===== src/design/cau_pkg.sv =====
// ----------------------------------------------------------------------------
// cau_pkg
// Shared types and defaults for the complex arithmetic unit.
// ----------------------------------------------------------------------------
package cau_pkg;

  localparam int DATA_WIDTH_DEF = 16;
  localparam int FRAC_BITS_DEF  = 8;

  typedef enum logic [1:0] {
    ACT_ADD = 2'd0,
    ACT_SUB = 2'd1,
    ACT_MUL = 2'd2,
    ACT_DIV = 2'd3
  } action_t;

  typedef enum logic [1:0] {
    ST_OK  = 2'd0,
    ST_SAT = 2'd1,
    ST_DZ  = 2'd2
  } status_t;

  typedef struct packed {
    logic is_div;
    logic dz;
    logic neg_re;
    logic neg_im;
    logic nd_sat;
  } ctrl_t;

endpackage


===== src/design/cau_front.sv =====
// ----------------------------------------------------------------------------
// cau_front
// Product stage and sum stage: add, subtract and multiply results, and the
// numerators and squared magnitude for division.
// ----------------------------------------------------------------------------
module cau_front #(
  parameter int W = cau_pkg::DATA_WIDTH_DEF,
  parameter int F = cau_pkg::FRAC_BITS_DEF
) (
  input  logic                clk,
  input  logic                rst,
  input  logic                ce,
  input  logic                in_valid,
  input  cau_pkg::action_t    action,
  input  logic signed [W-1:0] a_re,
  input  logic signed [W-1:0] a_im,
  input  logic signed [W-1:0] b_re,
  input  logic signed [W-1:0] b_im,
  output logic                out_valid,
  output cau_pkg::ctrl_t      out_ctrl,
  output logic [2*W-1:0]      mag_re,
  output logic [2*W-1:0]      mag_im,
  output logic [2*W-1:0]      den,
  output logic [W-1:0]        nd_re,
  output logic [W-1:0]        nd_im
);
  import cau_pkg::*;

  logic                  v1;
  action_t               act1;
  logic signed [2*W-1:0] p_rr, p_ii, p_ri, p_ir, p_br, p_bi;
  logic signed [W:0]     s_re, s_im;

  always_ff @(posedge clk) begin
    if (rst) begin
      v1 <= 1'b0;
    end else if (ce) begin
      v1 <= in_valid;
    end
  end

  always_ff @(posedge clk) begin
    if (ce) begin
      act1 <= action;
      p_rr <= a_re * b_re;
      p_ii <= a_im * b_im;
      p_ri <= a_re * b_im;
      p_ir <= a_im * b_re;
      p_br <= b_re * b_re;
      p_bi <= b_im * b_im;
      if (action == ACT_SUB) begin
        s_re <= (W+1)'(a_re) - (W+1)'(b_re);
        s_im <= (W+1)'(a_im) - (W+1)'(b_im);
      end else begin
        s_re <= (W+1)'(a_re) + (W+1)'(b_re);
        s_im <= (W+1)'(a_im) + (W+1)'(b_im);
      end
    end
  end

  logic signed [2*W:0] m_re, m_im, v_re, v_im, n_re, n_im, den_w;
  logic [2*W:0]        a_nre, a_nim;
  logic                sat_re, sat_im;
  logic [W-1:0]        c_re, c_im;

  always_comb begin
    m_re  = ((2*W+1)'(p_rr) - (2*W+1)'(p_ii)) >>> F;
    m_im  = ((2*W+1)'(p_ri) + (2*W+1)'(p_ir)) >>> F;
    n_re  = (2*W+1)'(p_rr) + (2*W+1)'(p_ii);
    n_im  = (2*W+1)'(p_ir) - (2*W+1)'(p_ri);
    den_w = (2*W+1)'(p_br) + (2*W+1)'(p_bi);
    a_nre = n_re[2*W] ? -n_re : n_re;
    a_nim = n_im[2*W] ? -n_im : n_im;
    if (act1 == ACT_MUL) begin
      v_re = m_re;
      v_im = m_im;
    end else begin
      v_re = (2*W+1)'(s_re);
      v_im = (2*W+1)'(s_im);
    end
    sat_re = !((&v_re[2*W:W-1]) || !(|v_re[2*W:W-1]));
    sat_im = !((&v_im[2*W:W-1]) || !(|v_im[2*W:W-1]));
    c_re = sat_re ? {v_re[2*W], {(W-1){~v_re[2*W]}}} : v_re[W-1:0];
    c_im = sat_im ? {v_im[2*W], {(W-1){~v_im[2*W]}}} : v_im[W-1:0];
  end

  always_ff @(posedge clk) begin
    if (rst) begin
      out_valid <= 1'b0;
    end else if (ce) begin
      out_valid <= v1;
    end
  end

  always_ff @(posedge clk) begin
    if (ce) begin
      out_ctrl.is_div <= (act1 == ACT_DIV);
      out_ctrl.dz     <= (act1 == ACT_DIV) && (den_w == '0);
      out_ctrl.neg_re <= n_re[2*W];
      out_ctrl.neg_im <= n_im[2*W];
      out_ctrl.nd_sat <= sat_re || sat_im;
      mag_re <= a_nre[2*W-1:0];
      mag_im <= a_nim[2*W-1:0];
      den    <= den_w[2*W-1:0];
      nd_re  <= c_re;
      nd_im  <= c_im;
    end
  end

endmodule


===== config.mk =====
export PLATFORM = sky130hd
export DESIGN_NAME = cau_front
export DESIGN_NICKNAME = d
export VERILOG_FILES = /design/src/design/cau_pkg.sv /design/src/design/cau_front.sv
export SDC_FILE = /design/constraint.sdc
export NUM_CORES = 2
export LEC_CHECK = 0
export ABC_AREA = 1
export BUFFER_PORTS_ARGS = -buffer_cell sky130_fd_sc_hd__buf_2
export CORE_MARGIN = 5
export CORE_UTILIZATION = 55
export DETAILED_ROUTE_END_ITERATION = 8
export PLACE_DENSITY = 0.74
export SLEW_MARGIN = 10
export SYNTH_ARGS = -nofsm -noshare
export SYNTH_HDL_FRONTEND = slang
export SYNTH_SLANG_ARGS = --single-unit

===== constraint.sdc =====
create_clock -name clk -period 5.3 [get_ports clk]
set_input_delay 0 -clock clk [delete_from_list [all_inputs] [get_ports clk]]
set_output_delay 0 -clock clk [all_outputs]
set_load 0.05 [all_outputs]

# Word level (Yosys, flattened, before mapping)
# Cells that the tools add are included.
[word_totals]
out_inout_bits = 134
elab_cells = 64
reg_bits = 363
[classes]
reduce_logical = 13
eq_ne = 3
n_mul = 6
addsub = 11
n_mux = 8
n_bitwise = 2
[ops]
columns = ["cell", "count"]
rows = [
  ["multiplier 16 x 16 -> 32 bit", 6],
  ["adder 32 x 32 -> 33 bit", 3],
  ["2-to-1 mux 33 bit", 2],
  ["subtractor 32 x 32 -> 33 bit", 2],
  ["2-to-1 mux 32 bit", 2],
  ["negator 32 bit", 2],
  ["AND reduction 18 bit", 2],
  ["OR reduction 18 bit", 2],
  ["adder 16 x 16 -> 17 bit", 2],
  ["2-to-1 mux 17 bit", 2],
  ["subtractor 16 x 16 -> 17 bit", 2],
  ["zero test 33 bit", 1],
  ["2-to-1 mux 16 bit", 2],
  ["== test 2 bit, second input constant", 2],
  ["zero test 1 bit", 4],
  ["logical OR 1 bit", 3],
  ["== test 2 x 1 -> 1 bit, second input constant", 1],
  ["inverter 1 bit", 2],
  ["logical AND 1 bit", 1],
]

# Logic depth before layout (Yosys ltp)
[depth]
word_depth = 7
depth_mapped = 27
ltp_nobuf = 26

# Worst setup path after synthesis
# No wires, ideal clock.
[synth_path]
path_kind = "input to register"
from = "input port b_im[15]"
to = "register p_bi[28] (data pin)"
cell_stages = 20
n_path_buf = 2
setup_ps = 264
path_slack_ps = -464
required_ps = 5036
t_arrival_ps = 5500
cell_sequence = "clkbuf_1 clkbuf_1 nand2_1 inv_1 fa_1 fa_1 fa_1 fa_1 fa_1 inv_1 fa_1 inv_1 ha_1 nand2_1 nor4_1 nand3_1 nand3_1 a31o_2 a31oi_1 xor2_1"
[synth_via]
elab_chain_cells = 1
[synth_lines]
columns = ["item", "line_no", "rtl"]
rows = [
  ["start, declared", "cau_front.sv:18", "input logic signed [W-1:0] b_im,"],
  ["multiplier 16 x 16 -> 32 bit", "cau_front.sv:50", "p_bi <= b_im * b_im;"],
  ["end signal, assigned", "cau_front.sv:50", ""],
  ["end, declared", "cau_front.sv:31", "logic signed [2*W-1:0] p_rr, p_ii, p_ri, p_ir, p_br, p_bi;"],
]
# Every way passes these cells.
# A chain may end at the register's enable or synchronous reset.

# Worst setup path in the final report
[layout_path]
from = "input port b_re[1]"
to = "register p_ir[31] (data pin)"
[layout_via]
elab_chain_cells = 1
[layout_lines]
columns = ["item", "line_no", "rtl"]
rows = [
  ["start, declared", "cau_front.sv:17", "input logic signed [W-1:0] b_re,"],
  ["multiplier 16 x 16 -> 32 bit", "cau_front.sv:48", "p_ir <= a_im * b_re;"],
  ["end signal, assigned", "cau_front.sv:48", ""],
  ["end, declared", "cau_front.sv:31", ""],
]
# Every way passes these cells.

==> run summary <==
Clock transition at path regs: 0.06 ns
Crit path launch type: primary input
Slew headroom: 24.97%
Most frequent cells after synthesis: inv_1 (2,968), nand2_1 (2,403), fa_1 (1,518)
Row count: 144
Slew at the pin closest to its max-slew limit: 1.125 ns
Status: complete, no violations
Die H: 403.6 microns
DRC Markers: 0
Cells after Synth: 10,625
Fin cells: 13,727
Crit path arrival time: 5.56 ns
Final Wtd Congestion: 0.9806
Deepest clock path buffer count: 3
Critical Path End Type: flip-flop
Synth top area share: 35.67%
CTS sink count: 361
Fmax: 0.1929 GHz
Post-synth EDFFs: 359
Synth warn: 0
Most common cell in the netlist: inv_1
Data required time of the worst path: 5.68 ns
Number of synthesized register bits: 361
Mean area per synthesized cell: 8.019 sq um
Vias: 71,708
Placed cells: 13,622
Max-cap violations: 0
Clk_lat worst skew: 0.66 ns
Fin Setup TNS: 0 ns
Vias in the first global route: 76,016
Post-DP HPWL: 223,200 microns
Final antenna-violating net count: 0
Die Footprint: 162,900 sq um
Global Route Usage Sum: 31.93%
Post-Syn Area: 85,200 sq um
Final setup fails: 0
Pin count of the biggest net entering global routing: 134
Register area share after synthesis: 12.70%
Drt wl/cell: 18.69 microns
Initial Util: 55.31%
Total gr overflow: 0
Most area-hungry cell type in the Yosys netlist: fa_1
Ports: 204
Drt initial violations: 5,436
Fill cells: 13,226
Yosys cell types: 64
Crit Path Category: in2reg
Pre-Repair DR Iteration Count: 6
Max Fanout on Critical Path: 14
H-tree levels: 2
Root Driver: clkbuf_16
Syn_nets: 12,927
Global-route wire length before repair: 409,800 microns
Chip width: 403.6 microns
Final hold vios: 0
Nets: 13,936
Tcrit/Tclk final: 97.83%
Antenna violations before repair: 19
Synth area leaders: fa_1 (36%), inv_1 (13%), edfxtp_1 (13%), nand2_1 (11%), ha_1 (10%)
CTS buffer count: 47
TritonCTS clock tree: yes
Area added between synthesis and finish: 15.61%
Port bufs: 203
Async set-or-reset flop fraction in the synthesized netlist: 0%
Share of cells above drive strength 1: 13.17%
Hold crit path type: in2reg
Clock Skews: 0.02711 ns
Slew Limit Fails: 0
Synth Flop Type: edfxtp_1
Core Footprint: 154,000 sq um
Final WL: 256,600 microns
Vias per cell: 5.224
Final min period: 5.185 ns
[worst max-delay path, cell delays in order]
cell      delay [ns]
buf_2           0.24
buf_12          0.21
buf_4           0.21
nand2_1         0.10
fa_1            0.51
fa_1            0.46
fa_1            0.47
fa_1            0.50
inv_1           0.05
fa_1            0.52
inv_1           0.05
fa_1            0.47
inv_1           0.04
ha_1            0.33
a21o_1          0.22
a31oi_1         0.19
nand3_2         0.20
a21oi_4         0.23
o221ai_2        0.15
a21oi_1         0.27
xor2_1          0.10
[worst paths after layout]
path              startpoint         end  slack, ns  depth (start not counted)
setup / recovery     b_re[1]    p_ir[31]       0.12                         21
hold / removal       b_im[0]     p_bi[0]       0.03                          2
setup reg to reg    p_ii[23]  mag_re[21]       1.49                         13
hold reg to reg    out_valid   out_valid       0.46                          2
[layer usage]
metal,global-route usage [%],vias to the layer above,wire (microns)
met2,53.50,2699,121400
met3,4.883,548,20420
met4,12.99,6,12770
met5,0,-,45
li1,-,33333,-
met1,41.75,35122,102000
[state kept, by name, summed over array words and instances, names as in the netlist]
| signal | flops |
|---|---|
| act1 | 2 |
| nd_re | 16 |
| v1 | 1 |
| p_ri | 32 |
| mag_re | 32 |
| mag_im | 32 |
| p_bi | 31 |
| s_im | 17 |
| nd_im | 16 |
| p_ii | 32 |
| out_valid | 1 |
| s_re | 17 |
| p_rr | 32 |
| p_ir | 32 |
| out_ctrl | 5 |
| den | 32 |
| p_br | 31 |
[through the flow]
stage | setup slack [ns] | util [%] | area [sq um] | hold WS [ns]
detailed placement | -0.5690 | 62.73 | 96630 | 0.1837
global route | -0.01940 | 63.92 | 98470 | 0.05488
global placement | -0.5408 | 62.73 | 96630 | 0.1729
floorplan | -0.06988 | - | 85490 | 0.06907
finish | 0.1150 | 63.94 | 98490 | 0.02956
CTS | 0.08508 | 63.81 | 98290 | 0.007703
[cell type report]
type	instances	area (sq um)	area share [%]
sequential	361	10820	10.99
timing repair buffer	1301	10360	10.52
multi-input combinational	6938	61930	62.88
clock buffer	51	1191	1.209
clock inverter	36	396.6	0.4027
inverter	2985	11210	11.38
tap	2044	2557	2.597
antenna	11	27.53	0.02795
[cells by family after synthesis]
logic type / share of synthesized area [%]
simple gates: 16.48
buf+inv: 14.86
fa+ha+maj: 46.15
compound gates: 5.629
xor+xnor: 4.171
flops: 12.70
[cells in the final DEF, fill, tap and decap left out, types with 9 or more instances in the layout]
master / Yosys / final
buf_2: 25 / 194
inv_1: 2968 / 2966
buf_12: 0 / 83
a21boi_0: 15 / 10
nand3_1: 254 / 251
a21oi_1: 399 / 390
fa_2: 0 / 11
ha_1: 714 / 713
o211ai_1: 9 / 9
buf_4: 12 / 1008
or2_2: 9 / 9
a21o_1: 26 / 26
nor3_1: 64 / 63
o21ai_1: 27 / 35
nor2_2: 13 / 14
a31oi_1: 52 / 51
inv_2: 11 / 13
clkinv_1: 5 / 9
nor2_1: 537 / 534
diode_2: 0 / 11
nor4_1: 12 / 9
o21a_1: 18 / 18
nand3_2: 12 / 15
nand2_2: 25 / 25
clkbuf_16: 0 / 47
nand3b_1: 11 / 11
clkinv_2: 0 / 9
edfxtp_1: 359 / 359
xnor2_1: 133 / 130
nand2_1: 2403 / 2403
nor3_2: 10 / 11
a21oi_2: 10 / 17
o21bai_1: 34 / 34
o21ai_0: 213 / 205
nand4_1: 89 / 89
xor2_1: 259 / 257
fa_1: 1518 / 1507
[timing repair]
action | in CTS | in global routing
setup endpoints to repair | 0 | 61
hold buffers | 7 | 0
buffers inserted | 0 | 1
hold endpoints to repair | 69 | 0
gates resized for setup | 0 | 48
Power is not shown: default switching activity piles up to over one toggle a cycle in this logic, so the estimate is an artifact.
